<file path="src/design/cst_pkg.sv">
// Shared types and constants for the client session table.
// Used by the controller, the datapath, the top level and the checker.
`timescale 1ns / 1ps

package cst_pkg;

    localparam int SLOTS_DEFAULT  = 8;
    localparam int SLOTS_MAX      = 64;
    localparam logic [15:0] TIMEOUT_RESET = 16'd300;

    // Widths of the stream payloads.
    localparam int S_TDATA_W = 72;
    localparam int S_TUSER_W = 2;
    localparam int M_TDATA_W = 16;
    localparam int M_TUSER_W = 3;

    // Operation codes carried on the input tuser.
    localparam logic [1:0] OP_JOIN  = 2'd0;
    localparam logic [1:0] OP_LEAVE = 2'd1;
    localparam logic [1:0] OP_INPUT = 2'd2;
    localparam logic [1:0] OP_TICK  = 2'd3;

    // Result status codes carried on the output tuser.
    localparam logic [2:0] ST_JOINED         = 3'd0;
    localparam logic [2:0] ST_FULL           = 3'd1;
    localparam logic [2:0] ST_LEFT           = 3'd2;
    localparam logic [2:0] ST_LEAVE_REJECTED = 3'd3;
    localparam logic [2:0] ST_INPUT_TAKEN    = 3'd4;
    localparam logic [2:0] ST_INPUT_DISCARD  = 3'd5;
    localparam logic [2:0] ST_SLOT_REPORT    = 3'd6;
    localparam logic [2:0] ST_NONE_ACTIVE    = 3'd7;

    localparam logic [15:0] IDLE_MAX = 16'hFFFF;

    // Action that the datapath performs while it loads a result.
    typedef enum logic [2:0] {
        ACT_NONE  = 3'd0,
        ACT_JOIN  = 3'd1,
        ACT_FULL  = 3'd2,
        ACT_LEAVE = 3'd3,
        ACT_INPUT = 3'd4,
        ACT_TICK  = 3'd5,
        ACT_EMPTY = 3'd6
    } act_t;

    // One stored session.
    typedef struct packed {
        logic [31:0] address;
        logic [15:0] port;
        logic [3:0]  keys;
        logic [15:0] idle;
    } slot_rec_t;

    // Controller to datapath.
    typedef struct packed {
        logic load_item;
        logic idx_clear;
        logic idx_inc;
        logic rd_en;
        logic rd_by_slot;
        act_t act;
    } cst_cmd_t;

    // Datapath to controller.
    typedef struct packed {
        logic [1:0] new_op;
        logic [1:0] item_op;
        logic       idx_used;
        logic       idx_last;
        logic       slot_in_range;
        logic       more_above;
        logic       out_free;
    } cst_status_t;

endpackage

</file>
<file path="src/design/cst_ctrl.sv">
// Sequencing state machine of the client session table.
// Depends on cst_pkg for the command and status structs.
`timescale 1ns / 1ps

module cst_ctrl
(
    input  logic                 clk,
    input  logic                 rst_n,
    input  logic                 in_valid,
    output logic                 in_ready,
    input  cst_pkg::cst_status_t stat,
    output cst_pkg::cst_cmd_t    cmd
);

    typedef enum logic [5:0] {
        S_IDLE      = 6'b000001,
        S_JOIN_SCAN = 6'b000010,
        S_LOOKUP    = 6'b000100,
        S_MATCH     = 6'b001000,
        S_TICK_SCAN = 6'b010000,
        S_TICK_EVAL = 6'b100000
    } state_t;

    state_t state_reg;
    state_t state_next;

    always_ff @(posedge clk or negedge rst_n)
    begin
        if (!rst_n)
        begin
            state_reg <= S_IDLE;
        end
        else
        begin
            state_reg <= state_next;
        end
    end

    always_comb
    begin
        state_next     = state_reg;
        in_ready       = 1'b0;
        cmd.load_item  = 1'b0;
        cmd.idx_clear  = 1'b0;
        cmd.idx_inc    = 1'b0;
        cmd.rd_en      = 1'b0;
        cmd.rd_by_slot = 1'b0;
        cmd.act        = cst_pkg::ACT_NONE;

        unique case (state_reg)
            S_IDLE:
            begin
                in_ready = 1'b1;
                if (in_valid)
                begin
                    cmd.load_item = 1'b1;
                    cmd.idx_clear = 1'b1;
                    unique case (stat.new_op) inside
                        cst_pkg::OP_JOIN:  state_next = S_JOIN_SCAN;
                        cst_pkg::OP_LEAVE,
                        cst_pkg::OP_INPUT: state_next = S_LOOKUP;
                        default:           state_next = S_TICK_SCAN;
                    endcase
                end
            end

            S_JOIN_SCAN:
            begin
                if (!stat.idx_used)
                begin
                    if (stat.out_free)
                    begin
                        cmd.act    = cst_pkg::ACT_JOIN;
                        state_next = S_IDLE;
                    end
                end
                else if (stat.idx_last)
                begin
                    if (stat.out_free)
                    begin
                        cmd.act    = cst_pkg::ACT_FULL;
                        state_next = S_IDLE;
                    end
                end
                else
                begin
                    cmd.idx_inc = 1'b1;
                end
            end

            S_LOOKUP:
            begin
                cmd.rd_en      = stat.slot_in_range;
                cmd.rd_by_slot = 1'b1;
                state_next     = S_MATCH;
            end

            S_MATCH:
            begin
                if (stat.out_free)
                begin
                    cmd.act    = (stat.item_op == cst_pkg::OP_LEAVE) ?
                                 cst_pkg::ACT_LEAVE : cst_pkg::ACT_INPUT;
                    state_next = S_IDLE;
                end
            end

            S_TICK_SCAN:
            begin
                if (stat.idx_used)
                begin
                    cmd.rd_en  = 1'b1;
                    state_next = S_TICK_EVAL;
                end
                else if (stat.idx_last)
                begin
                    // Only reached when no slot was in use at all.
                    if (stat.out_free)
                    begin
                        cmd.act    = cst_pkg::ACT_EMPTY;
                        state_next = S_IDLE;
                    end
                end
                else
                begin
                    cmd.idx_inc = 1'b1;
                end
            end

            S_TICK_EVAL:
            begin
                if (stat.out_free)
                begin
                    cmd.act = cst_pkg::ACT_TICK;
                    if (stat.more_above)
                    begin
                        cmd.idx_inc = 1'b1;
                        state_next  = S_TICK_SCAN;
                    end
                    else
                    begin
                        state_next = S_IDLE;
                    end
                end
            end

            default:
            begin
                state_next = S_IDLE;
            end
        endcase
    end

endmodule

</file>
<file path="src/design/cst_datapath.sv">
// Session storage, scan index, timeout register and result register.
// Depends on cst_pkg; driven by cst_ctrl through the command struct.
`timescale 1ns / 1ps

module cst_datapath
#(
    parameter int SLOTS = cst_pkg::SLOTS_DEFAULT
)
(
    input  logic                            clk,
    input  logic                            rst_n,
    input  logic [cst_pkg::S_TDATA_W-1:0]   in_data,
    input  logic [cst_pkg::S_TUSER_W-1:0]   in_user,
    output logic                            out_valid,
    input  logic                            out_ready,
    output logic [cst_pkg::M_TDATA_W-1:0]   out_data,
    output logic [cst_pkg::M_TUSER_W-1:0]   out_user,
    output logic                            out_last,
    input  logic                            cfg_write_en,
    input  logic [15:0]                     cfg_write_data,
    input  cst_pkg::cst_cmd_t               cmd,
    output cst_pkg::cst_status_t            stat
);

    localparam int SLOT_W = (SLOTS > 1) ? $clog2(SLOTS) : 1;

    // Latched input item.
    logic [1:0]  op_reg;
    logic [31:0] addr_reg;
    logic [15:0] port_reg;
    logic [15:0] slot_reg;
    logic [3:0]  keys_reg;

    logic [SLOT_W-1:0] idx_reg;
    logic [SLOT_W-1:0] idx_next;
    logic [SLOTS-1:0]  used_reg;
    logic [SLOTS-1:0]  used_next;
    logic [15:0]       timeout_reg;

    cst_pkg::slot_rec_t mem [SLOTS];
    cst_pkg::slot_rec_t rd_data_reg;
    cst_pkg::slot_rec_t wr_data;
    logic               wr_en;
    logic [SLOT_W-1:0]  wr_addr;
    logic [SLOT_W-1:0]  rd_addr;

    logic              out_valid_reg;
    logic [2:0]        status_reg;
    logic [5:0]        index_reg;
    logic [3:0]        held_reg;
    logic              tmo_reg;
    logic              last_reg;

    logic [SLOT_W-1:0] slot_lo;
    logic              in_range;
    logic              ep_match;
    logic [SLOTS-1:0]  above;
    logic [15:0]       idle_inc;
    logic              tmo;
    logic              out_free;
    logic [5:0]        shown;

    assign slot_lo  = slot_reg[SLOT_W-1:0];
    assign in_range = slot_reg < 16'(SLOTS);
    assign ep_match = in_range && used_reg[slot_lo] &&
                      rd_data_reg.address == addr_reg && rd_data_reg.port == port_reg;
    assign above    = (used_reg >> idx_reg) >> 1;
    assign idle_inc = (rd_data_reg.idle == cst_pkg::IDLE_MAX) ?
                      rd_data_reg.idle : rd_data_reg.idle + 16'd1;
    assign tmo      = idle_inc > timeout_reg;
    assign out_free = !out_valid_reg || out_ready;
    assign shown    = in_range ? 6'(slot_reg) : 6'd0;

    assign stat.new_op        = in_user;
    assign stat.item_op       = op_reg;
    assign stat.idx_used      = used_reg[idx_reg];
    assign stat.idx_last      = idx_reg == SLOT_W'(SLOTS - 1);
    assign stat.slot_in_range = in_range;
    assign stat.more_above    = |above;
    assign stat.out_free      = out_free;

    always_ff @(posedge clk)
    begin
        if (cmd.load_item)
        begin
            op_reg   <= in_user;
            addr_reg <= in_data[31:0];
            port_reg <= in_data[47:32];
            slot_reg <= in_data[63:48];
            keys_reg <= in_data[67:64];
        end
    end

    always_ff @(posedge clk or negedge rst_n)
    begin
        if (!rst_n)
        begin
            timeout_reg <= cst_pkg::TIMEOUT_RESET;
        end
        else if (cfg_write_en)
        begin
            timeout_reg <= cfg_write_data;
        end
    end

    always_comb
    begin
        idx_next = idx_reg;
        if (cmd.idx_clear)
        begin
            idx_next = '0;
        end
        else if (cmd.idx_inc)
        begin
            idx_next = idx_reg + SLOT_W'(1);
        end
    end

    // Memory write port and valid-bit update.
    always_comb
    begin
        used_next = used_reg;
        wr_en     = 1'b0;
        wr_addr   = idx_reg;
        wr_data   = rd_data_reg;
        case (cmd.act)
            cst_pkg::ACT_JOIN:
            begin
                wr_en              = 1'b1;
                wr_data.address    = addr_reg;
                wr_data.port       = port_reg;
                wr_data.keys       = '0;
                wr_data.idle       = '0;
                used_next[idx_reg] = 1'b1;
            end
            cst_pkg::ACT_LEAVE:
            begin
                if (ep_match)
                begin
                    used_next[slot_lo] = 1'b0;
                end
            end
            cst_pkg::ACT_INPUT:
            begin
                wr_en        = ep_match;
                wr_addr      = slot_lo;
                wr_data.keys = keys_reg;
                wr_data.idle = '0;
            end
            cst_pkg::ACT_TICK:
            begin
                wr_en        = 1'b1;
                wr_data.idle = idle_inc;
                if (tmo)
                begin
                    used_next[idx_reg] = 1'b0;
                end
            end
            default:
            begin
                wr_en = 1'b0;
            end
        endcase
    end

    assign rd_addr = cmd.rd_by_slot ? slot_lo : idx_reg;

    always_ff @(posedge clk)
    begin
        if (wr_en)
        begin
            mem[wr_addr] <= wr_data;
        end
        if (cmd.rd_en)
        begin
            rd_data_reg <= mem[rd_addr];
        end
    end

    always_ff @(posedge clk or negedge rst_n)
    begin
        if (!rst_n)
        begin
            idx_reg  <= '0;
            used_reg <= '0;
        end
        else
        begin
            idx_reg  <= idx_next;
            used_reg <= used_next;
        end
    end

    // Result register.
    always_ff @(posedge clk or negedge rst_n)
    begin
        if (!rst_n)
        begin
            out_valid_reg <= 1'b0;
        end
        else if (cmd.act != cst_pkg::ACT_NONE)
        begin
            out_valid_reg <= 1'b1;
        end
        else if (out_ready)
        begin
            out_valid_reg <= 1'b0;
        end
    end

    always_ff @(posedge clk)
    begin
        if (cmd.act != cst_pkg::ACT_NONE)
        begin
            index_reg <= '0;
            held_reg  <= '0;
            tmo_reg   <= 1'b0;
            last_reg  <= 1'b1;
            case (cmd.act)
                cst_pkg::ACT_JOIN:
                begin
                    status_reg <= cst_pkg::ST_JOINED;
                    index_reg  <= 6'(idx_reg);
                end
                cst_pkg::ACT_FULL:
                begin
                    status_reg <= cst_pkg::ST_FULL;
                end
                cst_pkg::ACT_LEAVE:
                begin
                    status_reg <= ep_match ? cst_pkg::ST_LEFT : cst_pkg::ST_LEAVE_REJECTED;
                    index_reg  <= shown;
                end
                cst_pkg::ACT_INPUT:
                begin
                    status_reg <= ep_match ? cst_pkg::ST_INPUT_TAKEN :
                                             cst_pkg::ST_INPUT_DISCARD;
                    index_reg  <= shown;
                    held_reg   <= ep_match ? keys_reg : 4'd0;
                end
                cst_pkg::ACT_TICK:
                begin
                    status_reg <= cst_pkg::ST_SLOT_REPORT;
                    index_reg  <= 6'(idx_reg);
                    held_reg   <= rd_data_reg.keys;
                    tmo_reg    <= tmo;
                    last_reg   <= !(|above);
                end
                default:
                begin
                    status_reg <= cst_pkg::ST_NONE_ACTIVE;
                end
            endcase
        end
    end

    assign out_valid = out_valid_reg;
    assign out_user  = status_reg;
    assign out_last  = last_reg;
    assign out_data  = {5'd0, tmo_reg, held_reg, index_reg};

endmodule

</file>
<file path="src/design/client_session_table.sv">
// Top level of the client session table: controller plus datapath.
// Depends on cst_pkg, cst_ctrl and cst_datapath.
//
//  channel  | direction | transfer contents
//  ---------+-----------+----------------------------------------------------------
//  s_*      | in        | tuser op; tdata address, port, slot number, key bits
//  m_*      | out       | tuser status; tdata slot index, held keys, timed out; tlast
//  cfg_*    | in        | timeout_ticks write, one register, no read-back
//
// One item at a time; a leave or key input reads the addressed slot, then loads its result;
// a join scans up from slot zero to the first free slot, or reports full when there is none.
// A tick scans up from slot zero; for each occupied slot it reads the memory, then writes back
// the idle count with a slot report; with no slot in use it gives one none-active result.
// Reset clears the valid bits and loads timeout_ticks with 300; the session memory is not
// cleared since a join writes the whole entry. A stalled result holds the scan in place.
`timescale 1ns / 1ps

module client_session_table
#(
    parameter int SLOTS = cst_pkg::SLOTS_DEFAULT
)
(
    input  logic                          clk,
    input  logic                          rst_n,
    // Input stream.
    input  logic                          s_tvalid,
    output logic                          s_tready,
    // [31:0] peer_address, [47:32] peer_port, [63:48] slot_number, [67:64] key_bits
    input  logic [cst_pkg::S_TDATA_W-1:0] s_tdata,
    // [1:0] op
    input  logic [cst_pkg::S_TUSER_W-1:0] s_tuser,
    // Result stream.
    output logic                          m_tvalid,
    input  logic                          m_tready,
    // [5:0] slot_index, [9:6] held_keys, [10] timed_out
    output logic [cst_pkg::M_TDATA_W-1:0] m_tdata,
    // [2:0] status
    output logic [cst_pkg::M_TUSER_W-1:0] m_tuser,
    // last_result
    output logic                          m_tlast,
    // Configuration: timeout_ticks.
    input  logic                          cfg_write_en,
    input  logic [15:0]                   cfg_write_data
);

    cst_pkg::cst_cmd_t    cmd;
    cst_pkg::cst_status_t stat;

    // The controller owns the handshake on the input side and decides when
    // the datapath scans, reads the session memory and loads a result.
    cst_ctrl u_ctrl
    (
        .clk      (clk),
        .rst_n    (rst_n),
        .in_valid (s_tvalid),
        .in_ready (s_tready),
        .stat     (stat),
        .cmd      (cmd)
    );

    // The datapath holds the sessions, the valid bits and the result register.
    cst_datapath
    #(
        .SLOTS (SLOTS)
    )
    u_datapath
    (
        .clk            (clk),
        .rst_n          (rst_n),
        .in_data        (s_tdata),
        .in_user        (s_tuser),
        .out_valid      (m_tvalid),
        .out_ready      (m_tready),
        .out_data       (m_tdata),
        .out_user       (m_tuser),
        .out_last       (m_tlast),
        .cfg_write_en   (cfg_write_en),
        .cfg_write_data (cfg_write_data),
        .cmd            (cmd),
        .stat           (stat)
    );

endmodule

</file>
<file path="config.mk">
export PLATFORM = sky130hd
export DESIGN_NAME = client_session_table
export DESIGN_NICKNAME = d
export VERILOG_FILES = /design/src/design/cst_pkg.sv /design/src/design/cst_ctrl.sv /design/src/design/cst_datapath.sv /design/src/design/client_session_table.sv
export SDC_FILE = /design/constraint.sdc
export NUM_CORES = 1
export LEC_CHECK = 0
export ABC_AREA = 1
export BUFFER_PORTS_ARGS = -buffer_cell sky130_fd_sc_hd__buf_4
export CAP_MARGIN = 20
export CORE_MARGIN = 5
export CORE_UTILIZATION = 62
export CTS_CLUSTER_DIAMETER = 150
export DETAILED_ROUTE_END_ITERATION = 10
export PLACE_DENSITY = 0.8
export SYNTH_ARGS = -nofsm -noshare
export SYNTH_HDL_FRONTEND = slang
export SYNTH_SLANG_ARGS = --single-unit
export TNS_END_PERCENT = 100
</file>
<file path="constraint.sdc">
create_clock -name clk -period 7.8 [get_ports clk]
set_clock_uncertainty 0.05 [all_clocks]
set_input_delay 0.39 -clock clk [delete_from_list [all_inputs] [get_ports clk]]
set_output_delay 0.39 -clock clk [all_outputs]
set_load 0.05 [all_outputs]
</file>
==> results of run 1 <==
[metrics by stage]
step	setup WS (ns)	utilization	total power [W]
after floorplan	1.47	-	0.00655
after global placement	2.94	0.651	0.00701
after detailed placement	2.84	0.652	0.00714
after CTS	2.78	0.716	0.0105
after global routing	2.38	0.717	0.0110
final	2.78	0.718	0.0105
[final cells by class]
class / instances / area [um^2] / share of cell area
clock buffers: 98 / 1960 / 0.0561
diodes: 1 / 2.50 / 0.0000715
well taps: 664 / 831 / 0.0238
clock inverters: 34 / 322 / 0.00919
inverters: 144 / 551 / 0.0157
repair buffers: 222 / 1920 / 0.0548
flip-flops and latches: 731 / 21800 / 0.623
multi-input cells: 1606 / 7600 / 0.217
[routing by layer]
layer	global-route usage	wire length (um)	vias to the layer above
met5	0	0	-
met4	0.0938	1740	0
met3	0.0408	6190	140
met2	0.441	35300	1092
met1	0.333	26900	10100
li1	-	-	9507
[report_power, final]
part | leakage, nW | switching (W) | internal [W]
logic | 4.92 | 0.00153 | 0.000626
registers | 6.73 | 0.000180 | 0.00482
clock network | 1.12 | 0.00140 | 0.00197
total | 12.8 | 0.00311 | 0.00741
[synthesized netlist by cell type]
cell	number	area [um^2]
nand4_2	2	25.0
xnor2_1	14	123
ha_1	21	263
nand3_4	1	17.5
o21ai_0	334	1670
clkbuf_1	58	218
clkbuf_2	2	10.0
edfxtp_1	697	20900
a21oi_1	19	95.1
buf_2	49	245
o211ai_1	2	15.0
a31oi_1	2	12.5
nor3_2	1	10.0
o21ai_2	2	17.5
nor2_2	4	25.0
buf_4	25	188
inv_2	7	26.3
buf_6	2	22.5
clkinv_2	1	5.00
conb_1	1	3.75
nand3b_1	1	7.51
a22o_1	6	52.6
xor2_1	11	96.3
nor2_1	366	1370
nand2_1	552	2070
dfrtp_1	29	726
o22ai_1	137	857
mux2_2	1	11.3
nor4_1	3	18.8
nor3_1	7	35.0
and2_1	1	6.26
nor2_4	5	56.3
o31ai_1	4	30.0
nand3_2	2	20.0
nand3_1	30	150
o21ai_1	36	180
a32o_1	1	10.0
dfstp_2	5	131
nand4_1	27	169
or2_2	3	18.8
nand2_2	3	18.8
inv_1	134	503
clkinv_1	2	7.51
[worst max path at each step]
stage | startpoint | slack [ns] | endpoint | cells past startpoint
4_1_cts | u_datapath.idx_reg[0]$_DFFE_PN0P_ | 2.78 | u_datapath.mem[0][64]$_DFFE_PP_ | 13
6_report | u_datapath.idx_reg[0]$_DFFE_PN0P_ | 2.78 | u_datapath.mem[0][64]$_DFFE_PP_ | 13
2_1_floorplan | u_datapath.slot_reg[5]$_DFFE_PP_ | 1.47 | u_datapath.rd_data_reg[0]$_DFFE_PP_ | 4
3_3_place_gp | u_datapath.idx_reg[0]$_DFFE_PN0P_ | 2.94 | u_datapath.mem[5][54]$_DFFE_PP_ | 13
5_1_grt | u_datapath.idx_reg[0]$_DFFE_PN0P_ | 2.38 | u_datapath.mem[0][35]$_DFFE_PP_ | 13
3_5_place_dp | u_datapath.idx_reg[0]$_DFFE_PN0P_ | 2.84 | u_datapath.mem[0][50]$_DFFE_PP_ | 13
[critical path: stages, from the launching register on]
cell	delay (ns)
dfrtp_1	0.67
inv_2	0.18
nor2_1	0.16
nor2_1	0.06
nand3_1	0.06
nand2_1	0.05
inv_1	0.12
nand4_4	0.59
nand2_2	0.51
nand3_1	0.24
nand2_1	0.15
nand2_1	0.24
nor2_4	0.71
buf_4	0.80
[timing repair]
action / CTS / global route
hold buffers: 87 / 0
endpoints found under the hold margin: 119 / 0
endpoints found under the setup margin: 0 / 0
[cell families after synthesis]
group	Yosys count	share of synthesized area
AO/OA/AOI/OAI	543	0.0965
XOR/XNOR	25	0.00719
adder cells (fa/ha/maj)	21	0.00862
buffers and inverters	280	0.0402
flip-flops	731	0.715
multiplexers	1	0.000369
other	1	0.000123
AND/OR/NAND/NOR	1008	0.132
==> metrics.yaml, run 1 <==
wl_per_cell_um: 20.0
n_fill_cell: 3056
placed_area_um2: 31800
grt_usage: 0.256
dieArea_um2: 53700
num_rows: 81
p_per_area_nw_per_um2: 301
min_path_cells: 3
r2r_cells: 13
worstPathRequired_ns: 7.96
min_to: "u_datapath.timeout_reg[3]$_DFFE_PN1P_"
ant_nets: 0
cts_buffers: 74
die_h_um: 232
design_area_um2: 35000
setup_viol: 0
clk_latency_ns: 0.60
core_area_um2: 48700
dp_cells: 3276
h-tree-depth: 3
drive_above_1_share: 0.0977
timing.rr.start: "u_datapath.idx_reg[0]$_DFFE_PN0P_"
final_cells: 3500
syn_avg_cell_area_um2: 11.7
rsz0062_at_grt: "no"
final_cell_mix: "697 x edfxtp_1, 552 x nand2_1, 357 x nor2_1"
route.detailed.drc: 0
clk_pin_slew_worst_paths_ns: 0.06
rrSetupSlack_ns: 2.78
numClockSinks: 731
grt_pass1_vias: 20800
hold_ws_ns: 0.0946
largest_reg_flops: 544
cts.path.max_buffers: 3
nets: 2895
holdCritPathClass: "input pin to register"
vdd_drop_max_uv: 210
critPathArrivalTime_ns: 5.17
finalHoldViolCount: 0
leakage_nw: 12.8
cts_root_buffer: "clkbuf_16"
postCtsSetupBuffers: 0
ys_ff_latch: 731
die_x_um: 232
area_delta_synth_final_pct: 14.8
first_pass_iters: 6
antenna_found_initial: 0
setup_tns_ns: 0
synthesis.area_um2: 30500
ys_warn_count: 0
vias: 20800
ys_types: 43
endpoint_kind: "register"
criticalPathCategory: "register to register"
place_hpwl_um: 36500
drtIter0Drc: 2438
crit_path_start_kind: "register"
relSlewSlack: 0.206
worst-path-max-fanout: 48
period_needed_ns: 5.02
vias_per_cell: 5.94
worst_slew_pin_slew_ns: 1.18
tritoncts: "built"
grt_pass1_wl_um: 108000
fmax_ghz: 0.199
synthCells: 2610
maxCapViolations: 0
r2r-end: "u_datapath.mem[0][64]$_DFFE_PP_"
layout_commonest_cell: "edfxtp_1"
hold_start: "cfg_write_en"
status: "complete, no violations"
ios: 117
grt_max_degree: 161
gr-total-overflow: 0
ctsResizeCount: 0
min_period_over_period: 0.643
drt-total-wl_um: 70100
io_buffer_count: 107
place_congestion: 0.899
ys_seq_area_frac: 0.715
finalMaxSlewViolations: 0
initial_core_util: 0.625
No activity file was read; power rests on OpenSTA's default activity.
==> run 2, diff against run 1 <==
- clock period: 7.8 -> 4.9 ns (I/O delays scaled with it)
==> run 2 against run 1 <==
  * Utilization rose by 0.89 points
  * Largest power group unchanged
  * First-iteration DRC count rose by 4.5%
  * Clock power rose by 56%
  * Die area did not move
  * Global-route usage rose by 0.23 points
  * Critical endpoint is now u_datapath.mem[3][47]$_DFFE_PP_
  * Critical path depth did not move
  * Sequential share of layout area fell by 0.77 points
  * Via count rose by 0.96%
  * Maximum frequency rose by 31%
  * Combinational power rose by 62%
==> metrics.yaml, run 2 (synthesis results as in run 1) <==
worstPathRequired_ns: 5.13  # -2.83 ns
dp_cells: 3293  # +0.52%
worst-path-max-fanout: 20  # -58%
seq_area_um2: 21800  # unchanged
grt_pass1_wl_um: 110000  # +1.1%
fmax_ghz: 0.261  # +31%
core_area_um2: 48700  # unchanged
place_congestion: 0.877  # -2.5%
relSlewSlack: 0.251  # +0.0455
place_hpwl_um: 37700  # +3.1%
min_period_over_period: 0.783  # +0.140
largest_reg_flops: 544  # unchanged
h-tree-depth: 3  # unchanged
grt_usage: 0.258  # +0.00232
final_cells: 3537  # +1.1%
drtIter0Drc: 2547  # +4.5%
antenna_found_initial: 0  # unchanged
vdd_drop_max_uv: 454  # +120%
layout_commonest_cell: "edfxtp_1"
cpMaxStageDelayCell: "nor2_4"
period_needed_ns: 3.84  # -1.18 ns
io_buffer_count: 107  # unchanged
grt_max_degree: 157  # -2.5%
drt-total-wl_um: 70000  # -0.14%
finalMaxSlewViolations: 0  # unchanged
final_cell_mix: "697 x edfxtp_1, 552 x nand2_1, 357 x nor2_1"
ctsResizeCount: 0  # unchanged
p_per_area_nw_per_um2: 471  # +57%
placed_area_um2: 32000  # +0.83%
vias_per_cell: 5.94  # about the same
gr-total-overflow: 0  # unchanged
ant_nets: 0  # unchanged
crit_path_frequent_cell: "nand2_1"
rsz0062_at_grt: "no"
clk_latency_ns: 0.61  # about the same
num_rows: 81  # unchanged
antennaDiodeCount: 0  # -1
nets: 2934  # +1.3%
criticalPathCategory: "register to register"
rrSetupSlack_ns: 1.06  # -1.72 ns
numClockSinks: 731  # unchanged
grt_pass1_vias: 20900  # +0.46%
wl_per_cell_um: 19.8  # -1.2%
cts_buffers: 73  # -1.4%
first_pass_iters: 6  # unchanged
initial_core_util: 0.625  # unchanged
setup_viol: 0  # unchanged
maxCapViolations: 0  # unchanged
die_h_um: 232  # unchanged
status: "complete, no violations"
design_area_um2: 35400  # +1.2%
route.detailed.drc: 0  # unchanged
leakage_nw: 12.9  # +1.3%
worst_slew_pin_slew_ns: 1.12  # -0.0558 ns
multiInputGateArea_um2: 7600  # unchanged
holdCritPathClass: "input pin to register"
area_delta_synth_final_pct: 16.2
ios: 117  # unchanged
clk_pin_slew_worst_paths_ns: 0.07  # about the same
path_cells: "inv_2 -> nor2_1 -> nor2_1 -> nand3_1 -> nand2_1 -> inv_1 -> nand4_4 -> nand2_2 -> nand3_1 -> nand2_1 -> nand2_1 -> nor2_4 -> buf_4"
cts.path.max_buffers: 3  # unchanged
tritoncts: "built"
power.total_w: 0.0167  # +58%
n_fill_cell: 3029  # -0.88%
vias: 21000  # +0.96%
drive_above_1_share: 0.102  # +0.00428
crit_path_max_incr_delay_ns: 0.75  # -0.05 ns
dieArea_um2: 53700  # unchanged
setup_tns_ns: 0  # unchanged
cts_root_buffer: "clkbuf_16"
crit_path_start_kind: "register"
critPathArrivalTime_ns: 4.07  # -1.10 ns
finalHoldViolCount: 0  # unchanged
endpoint_kind: "register"
die_x_um: 232  # unchanged
## run 2: cell count changes in the layout (fill, tap and decap cells not counted), moves of 2 or more
cell,change
buf_4,+6
clkbuf_1,-2
inv_6,+2
bufinv_16,-3
clkinv_8,+3
dlygate4sd3_1,+27
clkbuf_4,-3
inv_4,-2
clkinv_1,-3
buf_12,+11
clkinvlp_4,+3
## run 2: power by group
part | switching (W) | leakage, nW | internal, W
sequential | 0.000282 | 6.73 | 0.00766
combinational | 0.00242 | 5.12 | 0.00106
clock | 0.00228 | 1.08 | 0.00297
## run 2: per-layer routing
metal  part of all wire  track usage  wire [um]  vias up
met5                  0            0          0        -
li1                   -            -          -     9587
met1               0.38        0.346      26900    10200
met3              0.088       0.0353       6170      146
met2               0.51        0.444      35400     1030
met4              0.023       0.0847       1580        0
## run 2: repair_timing
action,4_1_cts,5_1_grt
hold endpoints to repair,122,0
hold buffers,114,0
buffers inserted,0,0
## run 2: stage by stage
step                setup slack (ns)  utilization  hold slack (ns)
floorplan                     -0.101            -           -0.101
global placement                1.20        0.657            0.164
detailed placement              1.14        0.657            0.173
global route                   0.841        0.726           0.0435
finish                          1.06        0.726           0.0322
CTS                             1.13        0.726          0.00138
## run 2: worst paths after layout
| kind | start | end | cells after the start |
|---|---|---|---|
| worst max-delay path | u_datapath.idx_reg[0]$_DFFE_PN0P_ | u_datapath.mem[3][47]$_DFFE_PP_ | 13 |
| worst min-delay path | cfg_write_en | u_datapath.timeout_reg[9]$_DFFE_PN0P_ | 2 |
| worst max register to register | u_datapath.idx_reg[0]$_DFFE_PN0P_ | u_datapath.mem[3][47]$_DFFE_PP_ | 13 |
| worst min register to register | u_datapath.used_reg[3]$_DFFE_PN0P_ | u_datapath.used_reg[3]$_DFFE_PN0P_ | 2 |
| max in group asynchronous | rst_n | u_ctrl.state_reg[0]$_DFFE_PN1P_ | 2 |
| min in group asynchronous | rst_n | u_datapath.timeout_reg[6]$_DFFE_PN0P_ | 2 |
## run 2: cell type report
| cell class | instances | area share |
|---|---|---|
| clock buffer | 96 | 0.0549 |
| clock inverter | 34 | 0.00834 |
| inverter | 144 | 0.0155 |
| multi-input combinational | 1606 | 0.215 |
| sequential | 731 | 0.615 |
| tap | 664 | 0.0235 |
| timing repair buffer | 262 | 0.0678 |
## run 2: critical path: cells and delay by family, from the launching register on
| kind | cells | cell delay (ns) |
|---|---|---|
| buffers and inverters | 3 | 0.73 |
| DFF | 1 | 0.66 |
| and+or+nand+nor | 10 | 2.07 |
